### src/rtl/clnum_pkg.sv
package clnum_pkg;

    // Longest literal the length counter can hold before it saturates.
    localparam int MAX_LITERAL_LENGTH = 255;
    localparam int LEN_W = $clog2(MAX_LITERAL_LENGTH + 1);

    // Scan phases. The two pending phases also say which byte is held back.
    typedef enum logic [3:0] {
        PH_FIRST0   = 4'd0,
        PH_DEC_INT  = 4'd1,
        PH_DOT_PEND = 4'd2,
        PH_DEC_FRAC = 4'd3,
        PH_LD_FRAC  = 4'd4,
        PH_EXP_SIGN = 4'd5,
        PH_EXP_DIG  = 4'd6,
        PH_HEX_INT  = 4'd7,
        PH_HEX_FRAC = 4'd8,
        PH_BIN      = 4'd9,
        PH_SUFFIX   = 4'd10,
        PH_SUFFIX_W = 4'd11
    } t_phase;

    typedef struct packed {
        logic             active;
        t_phase           phase;
        logic [LEN_W-1:0] count;
        logic             flt;
        logic             ovf;
    } t_scan_state;

    typedef struct packed {
        logic       too_long;
        logic [1:0] trailing;
        logic       float_lit;
        logic [7:0] length;
    } t_result;

endpackage

### src/rtl/clnum_step.sv
module clnum_step (
    input  clnum_pkg::t_scan_state i_state,
    input  logic [7:0]             i_byte,
    input  logic                   i_begin,
    input  logic                   i_last,
    output clnum_pkg::t_scan_state o_state,
    output logic                   o_done,
    output clnum_pkg::t_result     o_result
);
    import clnum_pkg::*;

    localparam logic [7:0] CH_0     = 8'h30;
    localparam logic [7:0] CH_1     = 8'h31;
    localparam logic [7:0] CH_9     = 8'h39;
    localparam logic [7:0] CH_DOT   = 8'h2E;
    localparam logic [7:0] CH_PLUS  = 8'h2B;
    localparam logic [7:0] CH_MINUS = 8'h2D;
    localparam logic [7:0] CH_LO_A  = 8'h61;
    localparam logic [7:0] CH_LO_F  = 8'h66;
    localparam logic [7:0] CH_UP_A  = 8'h41;
    localparam logic [7:0] CH_UP_F  = 8'h46;
    localparam logic [7:0] CH_LO_X  = 8'h78;
    localparam logic [7:0] CH_UP_X  = 8'h58;
    localparam logic [7:0] CH_LO_B  = 8'h62;
    localparam logic [7:0] CH_UP_B  = 8'h42;
    localparam logic [7:0] CH_LO_P  = 8'h70;
    localparam logic [7:0] CH_UP_P  = 8'h50;
    localparam logic [7:0] CH_LO_E  = 8'h65;
    localparam logic [7:0] CH_UP_E  = 8'h45;
    localparam logic [7:0] CH_LO_W  = 8'h77;
    localparam logic [7:0] CH_UP_W  = 8'h57;
    localparam logic [7:0] CH_LO_I  = 8'h69;
    localparam logic [7:0] CH_LO_U  = 8'h75;
    localparam logic [7:0] CH_UP_U  = 8'h55;
    localparam logic [7:0] CH_LO_L  = 8'h6C;
    localparam logic [7:0] CH_UP_L  = 8'h4C;

    function automatic logic is_dec(input logic [7:0] c);
        return (c >= CH_0) && (c <= CH_9);
    endfunction

    function automatic logic is_hex(input logic [7:0] c);
        return is_dec(c) || ((c >= CH_LO_A) && (c <= CH_LO_F)) ||
               ((c >= CH_UP_A) && (c <= CH_UP_F));
    endfunction

    function automatic logic is_sfx(input logic [7:0] c);
        return (c == CH_LO_U) || (c == CH_UP_U) || (c == CH_LO_L) || (c == CH_UP_L) ||
               (c == CH_LO_F) || (c == CH_UP_F) || (c == CH_LO_I);
    endfunction

    t_phase           ph;
    logic [1:0]       add;
    logic             flt;
    logic             done;
    logic             go;
    logic [1:0]       trail;
    logic [LEN_W-1:0] base;
    logic [LEN_W:0]   sum;
    logic [LEN_W-1:0] cnt;
    logic             ovf;
    logic [16:0]      cnt_ext;

    // The phase chain falls through at most three phases on one byte, for
    // example a zero prefix into decimal digits into the suffix check.
    always_comb begin
        ph    = i_state.phase;
        add   = 2'd0;
        flt   = i_state.flt;
        done  = 1'b0;
        go    = 1'b0;
        trail = 2'd0;
        base  = i_state.count;
        if (!i_state.active) begin
            base = '0;
            flt  = 1'b0;
            if (i_begin) begin
                add = 2'd1;
                if (i_byte == CH_0) begin
                    ph = PH_FIRST0;
                end else if (is_dec(i_byte)) begin
                    ph = PH_DEC_INT;
                end else if (i_byte == CH_DOT) begin
                    flt = 1'b1;
                    ph  = PH_LD_FRAC;
                end else begin
                    add   = 2'd0;
                    done  = 1'b1;
                    trail = 2'd1;
                end
            end
        end else begin
            go = 1'b1;
        end

        for (int i = 0; i < 4; i++) begin
            if (go) begin
                case (ph)
                    PH_FIRST0: begin
                        if (i_byte == CH_LO_X || i_byte == CH_UP_X) begin
                            add = add + 2'd1; ph = PH_HEX_INT; go = 1'b0;
                        end else if (i_byte == CH_LO_B || i_byte == CH_UP_B) begin
                            add = add + 2'd1; ph = PH_BIN; go = 1'b0;
                        end else begin
                            ph = PH_DEC_INT;
                        end
                    end
                    PH_DEC_INT, PH_DEC_FRAC: begin
                        if (is_dec(i_byte)) begin
                            add = add + 2'd1; go = 1'b0;
                        end else if (i_byte == CH_DOT) begin
                            ph = PH_DOT_PEND; go = 1'b0;
                        end else if (i_byte == CH_LO_E || i_byte == CH_UP_E) begin
                            add = add + 2'd1; flt = 1'b1; ph = PH_EXP_SIGN; go = 1'b0;
                        end else begin
                            ph = PH_SUFFIX;
                        end
                    end
                    PH_DOT_PEND: begin
                        if (i_byte == CH_DOT) begin
                            done = 1'b1; trail = 2'd2; go = 1'b0;
                        end else begin
                            add = add + 2'd1; flt = 1'b1; ph = PH_DEC_FRAC;
                        end
                    end
                    PH_LD_FRAC: begin
                        if (is_dec(i_byte)) begin
                            add = add + 2'd1; go = 1'b0;
                        end else if (i_byte == CH_LO_E || i_byte == CH_UP_E) begin
                            add = add + 2'd1; ph = PH_EXP_SIGN; go = 1'b0;
                        end else begin
                            ph = PH_SUFFIX;
                        end
                    end
                    PH_EXP_SIGN: begin
                        if (i_byte == CH_PLUS || i_byte == CH_MINUS) begin
                            add = add + 2'd1; ph = PH_EXP_DIG; go = 1'b0;
                        end else begin
                            ph = PH_EXP_DIG;
                        end
                    end
                    PH_EXP_DIG: begin
                        if (is_dec(i_byte)) begin
                            add = add + 2'd1; go = 1'b0;
                        end else begin
                            ph = PH_SUFFIX;
                        end
                    end
                    PH_HEX_INT: begin
                        if (is_hex(i_byte)) begin
                            add = add + 2'd1; go = 1'b0;
                        end else if (i_byte == CH_DOT) begin
                            add = add + 2'd1; flt = 1'b1; ph = PH_HEX_FRAC; go = 1'b0;
                        end else if (i_byte == CH_LO_P || i_byte == CH_UP_P) begin
                            add = add + 2'd1; flt = 1'b1; ph = PH_EXP_SIGN; go = 1'b0;
                        end else begin
                            ph = PH_SUFFIX;
                        end
                    end
                    PH_HEX_FRAC: begin
                        if (is_hex(i_byte)) begin
                            add = add + 2'd1; go = 1'b0;
                        end else if (i_byte == CH_LO_P || i_byte == CH_UP_P) begin
                            add = add + 2'd1; ph = PH_EXP_SIGN; go = 1'b0;
                        end else begin
                            ph = PH_SUFFIX;
                        end
                    end
                    PH_BIN: begin
                        if (i_byte == CH_0 || i_byte == CH_1) begin
                            add = add + 2'd1; go = 1'b0;
                        end else begin
                            ph = PH_SUFFIX;
                        end
                    end
                    PH_SUFFIX: begin
                        if (is_sfx(i_byte)) begin
                            add = add + 2'd1; go = 1'b0;
                        end else if (i_byte == CH_LO_W || i_byte == CH_UP_W) begin
                            ph = PH_SUFFIX_W; go = 1'b0;
                        end else begin
                            done = 1'b1; trail = 2'd1; go = 1'b0;
                        end
                    end
                    PH_SUFFIX_W: begin
                        if (i_byte == CH_LO_B || i_byte == CH_UP_B) begin
                            add = add + 2'd2; ph = PH_SUFFIX; go = 1'b0;
                        end else begin
                            done = 1'b1; trail = 2'd2; go = 1'b0;
                        end
                    end
                    default: begin
                        done = 1'b1; trail = 2'd1; go = 1'b0;
                    end
                endcase
            end
        end

        // End of input closes an open literal; a held dot joins it, a held w
        // is left outside.
        if ((i_state.active || i_begin) && !done && i_last) begin
            done = 1'b1;
            if (ph == PH_DOT_PEND) begin
                add = add + 2'd1;
                flt = 1'b1;
            end else if (ph == PH_SUFFIX_W) begin
                trail = 2'd1;
            end
        end
    end

    always_comb begin
        sum = {1'b0, base} + (LEN_W + 1)'(add);
        ovf = (i_state.active && i_state.ovf);
        if (sum > (LEN_W + 1)'(MAX_LITERAL_LENGTH)) begin
            cnt = LEN_W'(MAX_LITERAL_LENGTH);
            ovf = 1'b1;
        end else begin
            cnt = sum[LEN_W-1:0];
        end
        cnt_ext = 17'(cnt);
    end

    always_comb begin
        o_done             = done;
        o_result.length    = (cnt_ext > 17'd255) ? 8'hFF : cnt_ext[7:0];
        o_result.float_lit = flt;
        o_result.trailing  = trail;
        o_result.too_long  = ovf;
        if (done || (!i_state.active && !i_begin)) begin
            o_state.active = 1'b0;
            o_state.phase  = PH_FIRST0;
            o_state.count  = '0;
            o_state.flt    = 1'b0;
            o_state.ovf    = 1'b0;
        end else begin
            o_state.active = 1'b1;
            o_state.phase  = ph;
            o_state.count  = cnt;
            o_state.flt    = flt;
            o_state.ovf    = ovf;
        end
    end

endmodule

### src/rtl/c_number_literal_scanner_unit.sv
// A result is offered once the byte that ends the literal has been loaded into the input register
// and the scanner's report on it has then been loaded into the result register.
// Throughput: one source byte per cycle, sustained, as long as results are taken when offered.
// The per-byte scan is a short chain of character-class checks on the phase register.
// Reset (i_rst_n low at a rising edge, synchronous) empties both register stages and returns
// the scanner to idle with a cleared length count.
module c_number_literal_scanner_unit (
    input  logic        i_clk,
    input  logic        i_rst_n,
    // Source bytes.
    input  logic        i_s_axis_tvalid,
    output logic        o_s_axis_tready,
    input  logic [7:0]  i_s_axis_tdata,   // [7:0] byte_req
    input  logic        i_s_axis_tuser,   // [0] begin_req
    input  logic        i_s_axis_tlast,   // last byte of the input
    // Literal reports.
    output logic        o_m_axis_tvalid,
    input  logic        i_m_axis_tready,
    output logic [15:0] o_m_axis_tdata,   // [7:0] literal_length, [9:8] trailing_bytes,
                                          // [10] too_long, [15:11] zero
    output logic        o_m_axis_tuser    // [0] float_lit
);
    import clnum_pkg::*;

    // Input register: holds one accepted byte until the scanner consumes it.
    logic        r_in_valid;
    logic [7:0]  r_byte;
    logic        r_begin;
    logic        r_last;

    // Scanner state, updated once per consumed byte.
    t_scan_state r_state;
    t_scan_state w_next_state;
    logic        w_done;
    t_result     w_result;

    // Result register.
    logic        r_out_valid;
    t_result     r_out;

    logic        w_proceed;

    // A byte is consumed whenever the result register can take a report this cycle,
    // so a waiting result never stops the input side unless it is stalled itself.
    assign w_proceed       = r_in_valid && (!r_out_valid || i_m_axis_tready);
    assign o_s_axis_tready = !r_in_valid || w_proceed;

    clnum_step u_step (
        .i_state  (r_state),
        .i_byte   (r_byte),
        .i_begin  (r_begin),
        .i_last   (r_last),
        .o_state  (w_next_state),
        .o_done   (w_done),
        .o_result (w_result)
    );

    always_ff @(posedge i_clk) begin
        if (!i_rst_n) begin
            r_in_valid <= 1'b0;
        end else if (i_s_axis_tvalid && o_s_axis_tready) begin
            r_in_valid <= 1'b1;
        end else if (w_proceed) begin
            r_in_valid <= 1'b0;
        end
    end

    always_ff @(posedge i_clk) begin
        if (i_s_axis_tvalid && o_s_axis_tready) begin
            r_byte  <= i_s_axis_tdata;
            r_begin <= i_s_axis_tuser;
            r_last  <= i_s_axis_tlast;
        end
    end

    always_ff @(posedge i_clk) begin
        if (!i_rst_n) begin
            r_state.active <= 1'b0;
            r_state.phase  <= PH_FIRST0;
            r_state.count  <= '0;
            r_state.flt    <= 1'b0;
            r_state.ovf    <= 1'b0;
        end else if (w_proceed) begin
            r_state <= w_next_state;
        end
    end

    always_ff @(posedge i_clk) begin
        if (!i_rst_n) begin
            r_out_valid <= 1'b0;
        end else if (w_proceed && w_done) begin
            r_out_valid <= 1'b1;
        end else if (i_m_axis_tready) begin
            r_out_valid <= 1'b0;
        end
    end

    always_ff @(posedge i_clk) begin
        if (w_proceed && w_done) begin
            r_out <= w_result;
        end
    end

    assign o_m_axis_tvalid = r_out_valid;
    assign o_m_axis_tdata  = {5'd0, r_out.too_long, r_out.trailing, r_out.length};
    assign o_m_axis_tuser  = r_out.float_lit;

    // An idle scanner carries no leftover length or flags from the last literal.
    a_idle_clean: assert property (@(posedge i_clk) disable iff (!i_rst_n)
        !r_state.active |-> (r_state.count == '0) && !r_state.flt && !r_state.ovf)
        else $error("idle scanner holds stale literal state");

    // The length count never passes its saturation limit.
    a_count_limit: assert property (@(posedge i_clk) disable iff (!i_rst_n)
        r_state.count <= LEN_W'(MAX_LITERAL_LENGTH))
        else $error("length count beyond limit");

    // Overflow is only recorded once the count has saturated.
    a_ovf_sat: assert property (@(posedge i_clk) disable iff (!i_rst_n)
        r_state.ovf |-> (r_state.count == LEN_W'(MAX_LITERAL_LENGTH)))
        else $error("overflow flag without saturated count");

    // A finished literal always reaches the result register on the next edge.
    a_done_reported: assert property (@(posedge i_clk) disable iff (!i_rst_n)
        (w_proceed && w_done) |=> r_out_valid)
        else $error("literal report lost");

    // At most two bytes can lie outside a literal.
    a_trail_range: assert property (@(posedge i_clk) disable iff (!i_rst_n)
        r_out_valid |-> (r_out.trailing != 2'd3))
        else $error("trailing byte count out of range");

endmodule
### config.mk
export PLATFORM = sky130hd
export DESIGN_NAME = c_number_literal_scanner_unit
export DESIGN_NICKNAME = d
export VERILOG_FILES = /design/src/rtl/clnum_pkg.sv /design/src/rtl/clnum_step.sv /design/src/rtl/c_number_literal_scanner_unit.sv
export SDC_FILE = /design/constraint.sdc
export NUM_CORES = 1
export LEC_CHECK = 0
export BUFFER_PORTS_ARGS = -buffer_cell sky130_fd_sc_hd__buf_2
export CORE_UTILIZATION = 50
export DETAILED_ROUTE_END_ITERATION = 12
export PLACE_DENSITY = 0.81
export RECOVER_POWER = 25
export SLEW_MARGIN = 20
export SYNTH_ARGS = -nofsm -noshare
export SYNTH_HDL_FRONTEND = slang
export SYNTH_SLANG_ARGS = --single-unit
### constraint.sdc
create_clock -name i_clk -period 5.61 [get_ports i_clk]
set_input_delay 1.4025 -clock i_clk [delete_from_list [all_inputs] [get_ports i_clk]]
set_output_delay 1.4025 -clock i_clk [all_outputs]
set_load 0.05 [all_outputs]
Word level (Yosys, flattened, before mapping)
Cells that the tools add are included.
{ "totals": {"word_cells": 433, "reg_bits": 39, "input_bits": 14, "output_inout_bits": 19} }
{ "classes": {"n_reduce_logical": 48, "n_lt_le_gt_ge": 8, "n_mux": 285, "n_addsub": 10, "eq_ne": 68} }
{ "ops": {"columns": ["op", "n"], "rows": [
  ["$mux W4", 55],
  ["$mux W2", 101],
  ["$pmux W4 S11", 4],
  ["$eq A8 B7 Y1 const B", 17],
  ["$mux W1", 103],
  ["$pmux W2 S11", 4],
  ["$eq A4 B4 Y1 const B", 17],
  ["$eq A4 B3 Y1 const B", 16],
  ["$eq A8 B6 Y1 const B", 5],
  ["$eq A4 B2 Y1 const B", 9],
  ["$reduce_or A9 Y1", 4],
  ["$pmux W2 S4", 4],
  ["$pmux W1 S9", 3],
  ["$logic_or A1 B1 Y1", 19],
  ["$eq A4 B1 Y1 const B", 4],
  ["$ge A8 B7 Y1 const B", 2],
  ["$le A8 B7 Y1 const B", 2],
  ["$logic_not A4 Y1", 4],
  ["$mux W8", 2],
  ["$pmux W1 S4", 4],
  ["$mux W15", 1],
  ["$pmux W1 S3", 4],
  ["$add A2 B1 Y2 const B", 5],
  ["$logic_and A1 B1 Y1", 10],
  ["other kinds (9)", 20]
]} }

Longest topological paths before layout
{ "logic_depth": {"word_depth": 37, "mapped_depth": 26, "mapped_depth_nobuf": 25} }

Hierarchy
From an unflattened synthesis, not the netlist that was laid out.
{ "unflattened": {"hier_cells": 516, "area_unflattened_um2": 4115.2} }
{ "modules_own_cells": {"columns": ["mod", "seq_area_each_um2", "cells_per_inst", "instances", "area_per_inst_um2"], "rows": [
  ["clnum_step", 0.0, 411, 1, 2705.1],
  ["c_number_literal_scanner_unit", 1001.0, 105, 1, 1410.1]
]} }

Worst setup path after synthesis
OpenSTA, ideal clock, no wires.
{ "synth_path": {"path_type": "register -> register", "start": "register r_byte[7]", "end": "register r_state[6] in the netlist's numbering", "slack_ps": 317, "n_path_buf": 1, "path_stages_with_launch": 22, "arrival_ps": 5233, "t_required_ps": 5550, "setup_time_ps": 60, "synth_period_minus_slack_ps": 5293, "cell_sequence": "edfxtp_1 > or3b_4 > nor4_4 > o31a_4 > nor2_2 > a221o_4 > o32a_1 > buf_2 > a211oi_1 > mux2i_1 > or3_1 > nor3_1 > nand3b_1 > xnor2_1 > xnor2_1 > ha_1 > inv_1 > fa_1 > nor3_1 > nand4_1 > o21ai_0 > a32o_2"} }
{ "synth_via": {"elab_chain_cells": 37, "elab_cells_between_ends": 321, "classes_between": "add/sub: 10; order compare: 7; eq/ne: 67; mux: 203; reduce/logical: 34"} }
{ "synth_lines": {"columns": ["item", "line_no", "rtl"], "rows": [
  ["start: declaration", "c_number_literal_scanner_unit.sv:27", "logic [7:0] r_byte;"],
  ["start signal: assignment", "c_number_literal_scanner_unit.sv:70", "r_byte <= i_s_axis_tdata;"],
  ["$ge A8 B6 Y1 (tied with other cells)", "clnum_step.sv:39", "return (c >= CH_0) && (c <= CH_9);"],
  ["$logic_and A1 B1 Y1 or $mux W1 (tied branches)", "clnum_step.sv:39, clnum_step.sv:83", null],
  ["$mux W2", "clnum_step.sv:81", "end else if (is_dec(i_byte)) begin"],
  ["$mux W2", "clnum_step.sv:79", "if (i_byte == CH_0) begin"],
  ["$mux W2", "clnum_step.sv:77", "if (i_begin) begin"],
  ["$mux W2", "clnum_step.sv:74", "if (!i_state.active) begin"],
  ["$add A2 B1 Y2", null, null],
  ["$mux W2, on equally long branches", null, null],
  ["(+22 left out)", null, null],
  ["$add A2 B1 Y2", "clnum_step.sv:204", "add = add + 2'd1;"],
  ["$mux W2", "clnum_step.sv:203", "if (ph == PH_DOT_PEND) begin"],
  ["$mux W2 *", "clnum_step.sv:201", "if ((i_state.active || i_begin) && !done && i_last) begin"],
  ["$add A8 B2 Y9 *", "clnum_step.sv:213", "sum = {1'b0, base} + (LEN_W + 1)'(add);"],
  ["$gt A9 B8 Y1", "clnum_step.sv:215", "if (sum > (LEN_W + 1)'(MAX_LITERAL_LENGTH)) begin"],
  ["$mux W8 *", "clnum_step.sv:215", null],
  ["net u_step.cnt[4]", "clnum_step.sv:60", "logic [LEN_W-1:0] cnt;"],
  ["$mux W15 *", "clnum_step.sv:230", "if (done || (!i_state.active && !i_begin)) begin"],
  ["end signal: assignment", "c_number_literal_scanner_unit.sv:84", "r_state <= w_next_state;"],
  ["end: declaration", "c_number_literal_scanner_unit.sv:32", "t_scan_state r_state;"]
]} }
The timed path passes the listed nets; every way through them passes the cells marked *.
A chain may end at the register's enable or synchronous reset.

Worst setup path in the final report
{ "layout_path": {"start": "register r_byte[2]", "end": "register r_state[6] in the netlist's numbering"} }
Same word-level chain as after synthesis.

==> impl_results.md <==
- P_leak: 1.89 nW
- Wirelength per Cell: 20.8 um
- Post-DP Area: 4430 um^2
- Worst r2r src: r_byte[2]
- Worst Slack Setup Final: between 0.1 and 0.15 ns
- Htree depth: 2
- Post-Synthesis Cells: 482
- CP Cell Sequence: or4_4, nor2_2, o21a_1, nor2_1, a221o_4, o32a_1, buf_4, or4_1, a21oi_1, o31ai_1, buf_4, nand3b_1, xnor2_1, xnor2_1, ha_2, inv_1, fa_2, buf_4, nor2_1, xnor2_1, o21ai_0, a32o_2
- Cell taking the most area after synthesis: edfxtp_1
- Vias in the first global route: 4,137
- Pin count of the biggest net entering global routing: 22
- Layout cell share with drive strength beyond 1: 28.9%
- Seq/Total Area, Yosys: between 20% and 30%
- Post-synth EDFFs: 22
- First-pass GRT wire length: 21,300 um
- Hold path endpoint: r_state[3]
- Worst Skew: ~0.0076 ns
- Effective utilization at floorplan: 53.0%
- Critical Path RT: 5.80 ns
- Final setup fails: 0
- FMAX: around 180 MHz
- Simple-gate area share of the yosys netlist: 28.8%
- Syn_area_per_cell: 8.14 um^2
- GPL Wtd Cong: 1.04
- Reg2reg path depth: 22
- Sink Count: 39
- Ports: 33
- CP endpoint kind: flop
- Status: finished, final reports clean
- Longest Clk Path Bufs: 2
- Maximum VDD drop: 0.196 mV
- Post-synthesis compound-gate area fraction: 31.0%
- XOR/XNOR Fraction of Synth Area: 1.79%
- Vias post-DR: 4,481
- Combinational share of power: 18.8%
- DRC: 0
- Dominant synthesized flop cell: edfxtp_1
- PD cells: 148 nW/um^2
- Placed Cells: around 630
- CTS root buf: clkbuf_8
- Net Sw Frac: 27.2%
- Synthesized flop and latch total: 39
- Worst reg2reg endpoint: r_state[6]
- Antenna-violating nets left: 0
- NetSw: approximately 0.19 mW
- Most common library cells after synthesis: 44 x nand2_1, 36 x nor2_1, 25 x a21oi_1
- Hpwl dp: 9960 um
- Die area: 8210 um^2
- Adder-cell share of the synthesized area: 3.70%
- Worst Tran Pin Value: about 0.8 ns
- CP Class: flop to flop
- Design Area, Final: 4800 um^2
- Tmin final: 5.47 ns
- Routed WL: 13,700 um
- Row count: 31
- Fin crit share: a little over nine tenths
- Core Area: 7410 um^2
- Crit path DAT: 5.67 ns
- Flop-to-flop setup slack: ~0.14 ns
- Startpoint Class: flop
- PortBufs: 27
- Die width: 90.6 um
- Slowest stage delay, CP: 0.60 ns
- Sequential share of power: 44.7%
- Die Y: between 90 and 100 um
- Pre-CTS setup slack: 0.0303 ns
- Gr usage total: between 30 and 40%
- Yosys warnings: 0
- Mux share of post-synthesis cell area: 2.87%
- Hold_sp: r_state[3]
- Crit Path Max Fanout: 6
- Cell area after synthesis: 3920 um^2
- Internal Pwr Total: about 0.52 mW
- Power share of the clock group: 36.5%
- Main combinational cell family by area after synthesis: compound AO/OA/AOI/OAI gates
- Share of synthesized flip-flops with an asynchronous set or reset: 0%
- Max-cap check violation count: 0
- Area growth, synth to finish: 22.4%
- Most frequent cell after synthesis: nand2_1
- Layout Nets: 582
- Number of diodes: 0
- Max Slew Vio Count: 0
- Hold depth: 1
- Area fraction of the dominant cell type after synthesis: ~17%
- Post-synthesis cell type count: 87
- Final Non-Filler Cells: 657
- Power consumption: 0.711 mW
- Via density: between 6 and 7
- Total CTS buffers: 5
- Clk_lat worst skew: 0.30 ns
- Fin. Hold Viols: 0
- TritonCTS clock tree: done
- Synth area leaders: edfxtp_1 17%, dfxtp_1 8.7%, nand2_1 4.2%
- CP max-delay cell: or4_4
- First-pass iteration count of the detailed router: 5
- Final core utilization: between 60 and 70%
- Initial antenna violation count: 0
- Worst-path clk slew: 0.08 ns
- Max-slew headroom: 47.0%
- GRT Residual Overflow: 0
- Hold crit path type: flop to flop
- Initial drt markers: 547
-- cell families (layout without fill, tap and decap cells) --
family          count (synthesis)  in the layout
xor+xnor                        8              8
flops                          39             39
fa+ha+maj                      11             11
mux                            11             11
buf+inv                        51            123
other cells                     1              5
simple gates                  206            206
compound gates                155            155
-- critical path: cells and delay by family, from the launching register on --
kind / cells / cell delay [ns]
and+or+nand+nor: 6 / 1.62
xor gates and xnor gates: 3 / 0.47
AOI/OAI and AO/OA: 7 / 1.73
adders and majority gates: 2 / 0.57
DFF: 1 / 0.45
buffers and inverters: 4 / 0.53
-- worst max path at each step --
stage,from,endpoint,slack [ns],cells past startpoint
floorplan,r_byte[7],r_state[6],0.32,21
finish,r_byte[2],r_state[6],0.14,22
global placement,r_byte[1],r_state[7],0.15,21
global route,r_byte[2],r_state[6],-0.11,21
detailed placement,r_byte[7],r_state[7],0.03,21
CTS,r_byte[1],r_state[7],0.02,21
-- timing repair --
item	4_1_cts	5_1_grt
pin swaps	0	13
buffers inserted	0	16
resized for setup	1	26
hold buffers	0	0
setup endpoints to repair	2	18
-- flip-flops by register name (all words and copies together) (netlist names) --
| signal | flops |
|---|---|
| r_state | 15 |
| o_m_axis_tdata | 11 |
| r_byte | 8 |
| o_m_axis_tuser | 1 |
| o_m_axis_tvalid | 1 |
| r_begin | 1 |
| r_in_valid | 1 |
| r_last | 1 |
-- routing by layer --
| layer | global-route usage (%) | share of wire, % |
|---|---|---|
| met2 | 51.4 | 44 |
| met4 | 15.5 | 4.4 |
| met3 | 7.15 | 11 |
| met1 | 42.8 | 40 |
| met5 | 0 | 0 |
-- power by group through the flow --
stage,Sequential [mW],Clock (mW),Combinational [mW]
after floorplan,0.335,0,0.0748
after global placement,0.324,0,0.118
after detailed placement,0.324,0,0.119
after CTS,0.318,0.265,0.120
after global routing,0.319,0.274,0.142
final,0.318,0.259,0.134
-- layout by cell type (no fill, tap or decap), types with 5 or more instances in the layout --
cell	n
a32o_2	7
o211ai_1	9
nor4_1	7
nor3_1	14
nor2b_1	13
nor2_1	34
o21a_1	10
a21oi_1	23
edfxtp_1	22
conb_1	5
ha_1	9
o31ai_1	5
inv_1	15
a32o_1	7
nor2_2	5
dfxtp_1	17
buf_2	27
or3_1	6
nand2b_1	10
nand4_1	9
nand3_1	22
nand3b_1	6
mux2i_1	9
clkbuf_8	5
and2_1	6
nand2_1	44
o21ai_0	20
buf_4	71
-- final cells by class --
cell class,instances,area (um^2)
clock buffer,7,97.6
clock inverter,1,30.0
fill,619,2610
inverter,16,60.1
multi-input combinational,396,2810
sequential,39,1000
tap,99,124
timing repair buffer,99,679
-- through the flow --
step	setup TNS [ns]	hold slack (ns)
floorplan	0	0.434
global placement	0	0.446
detailed placement	0	0.459
CTS	0	0.478
global route	-0.338	0.497
finish	0	0.475
(Power assumes the default switching activity.)
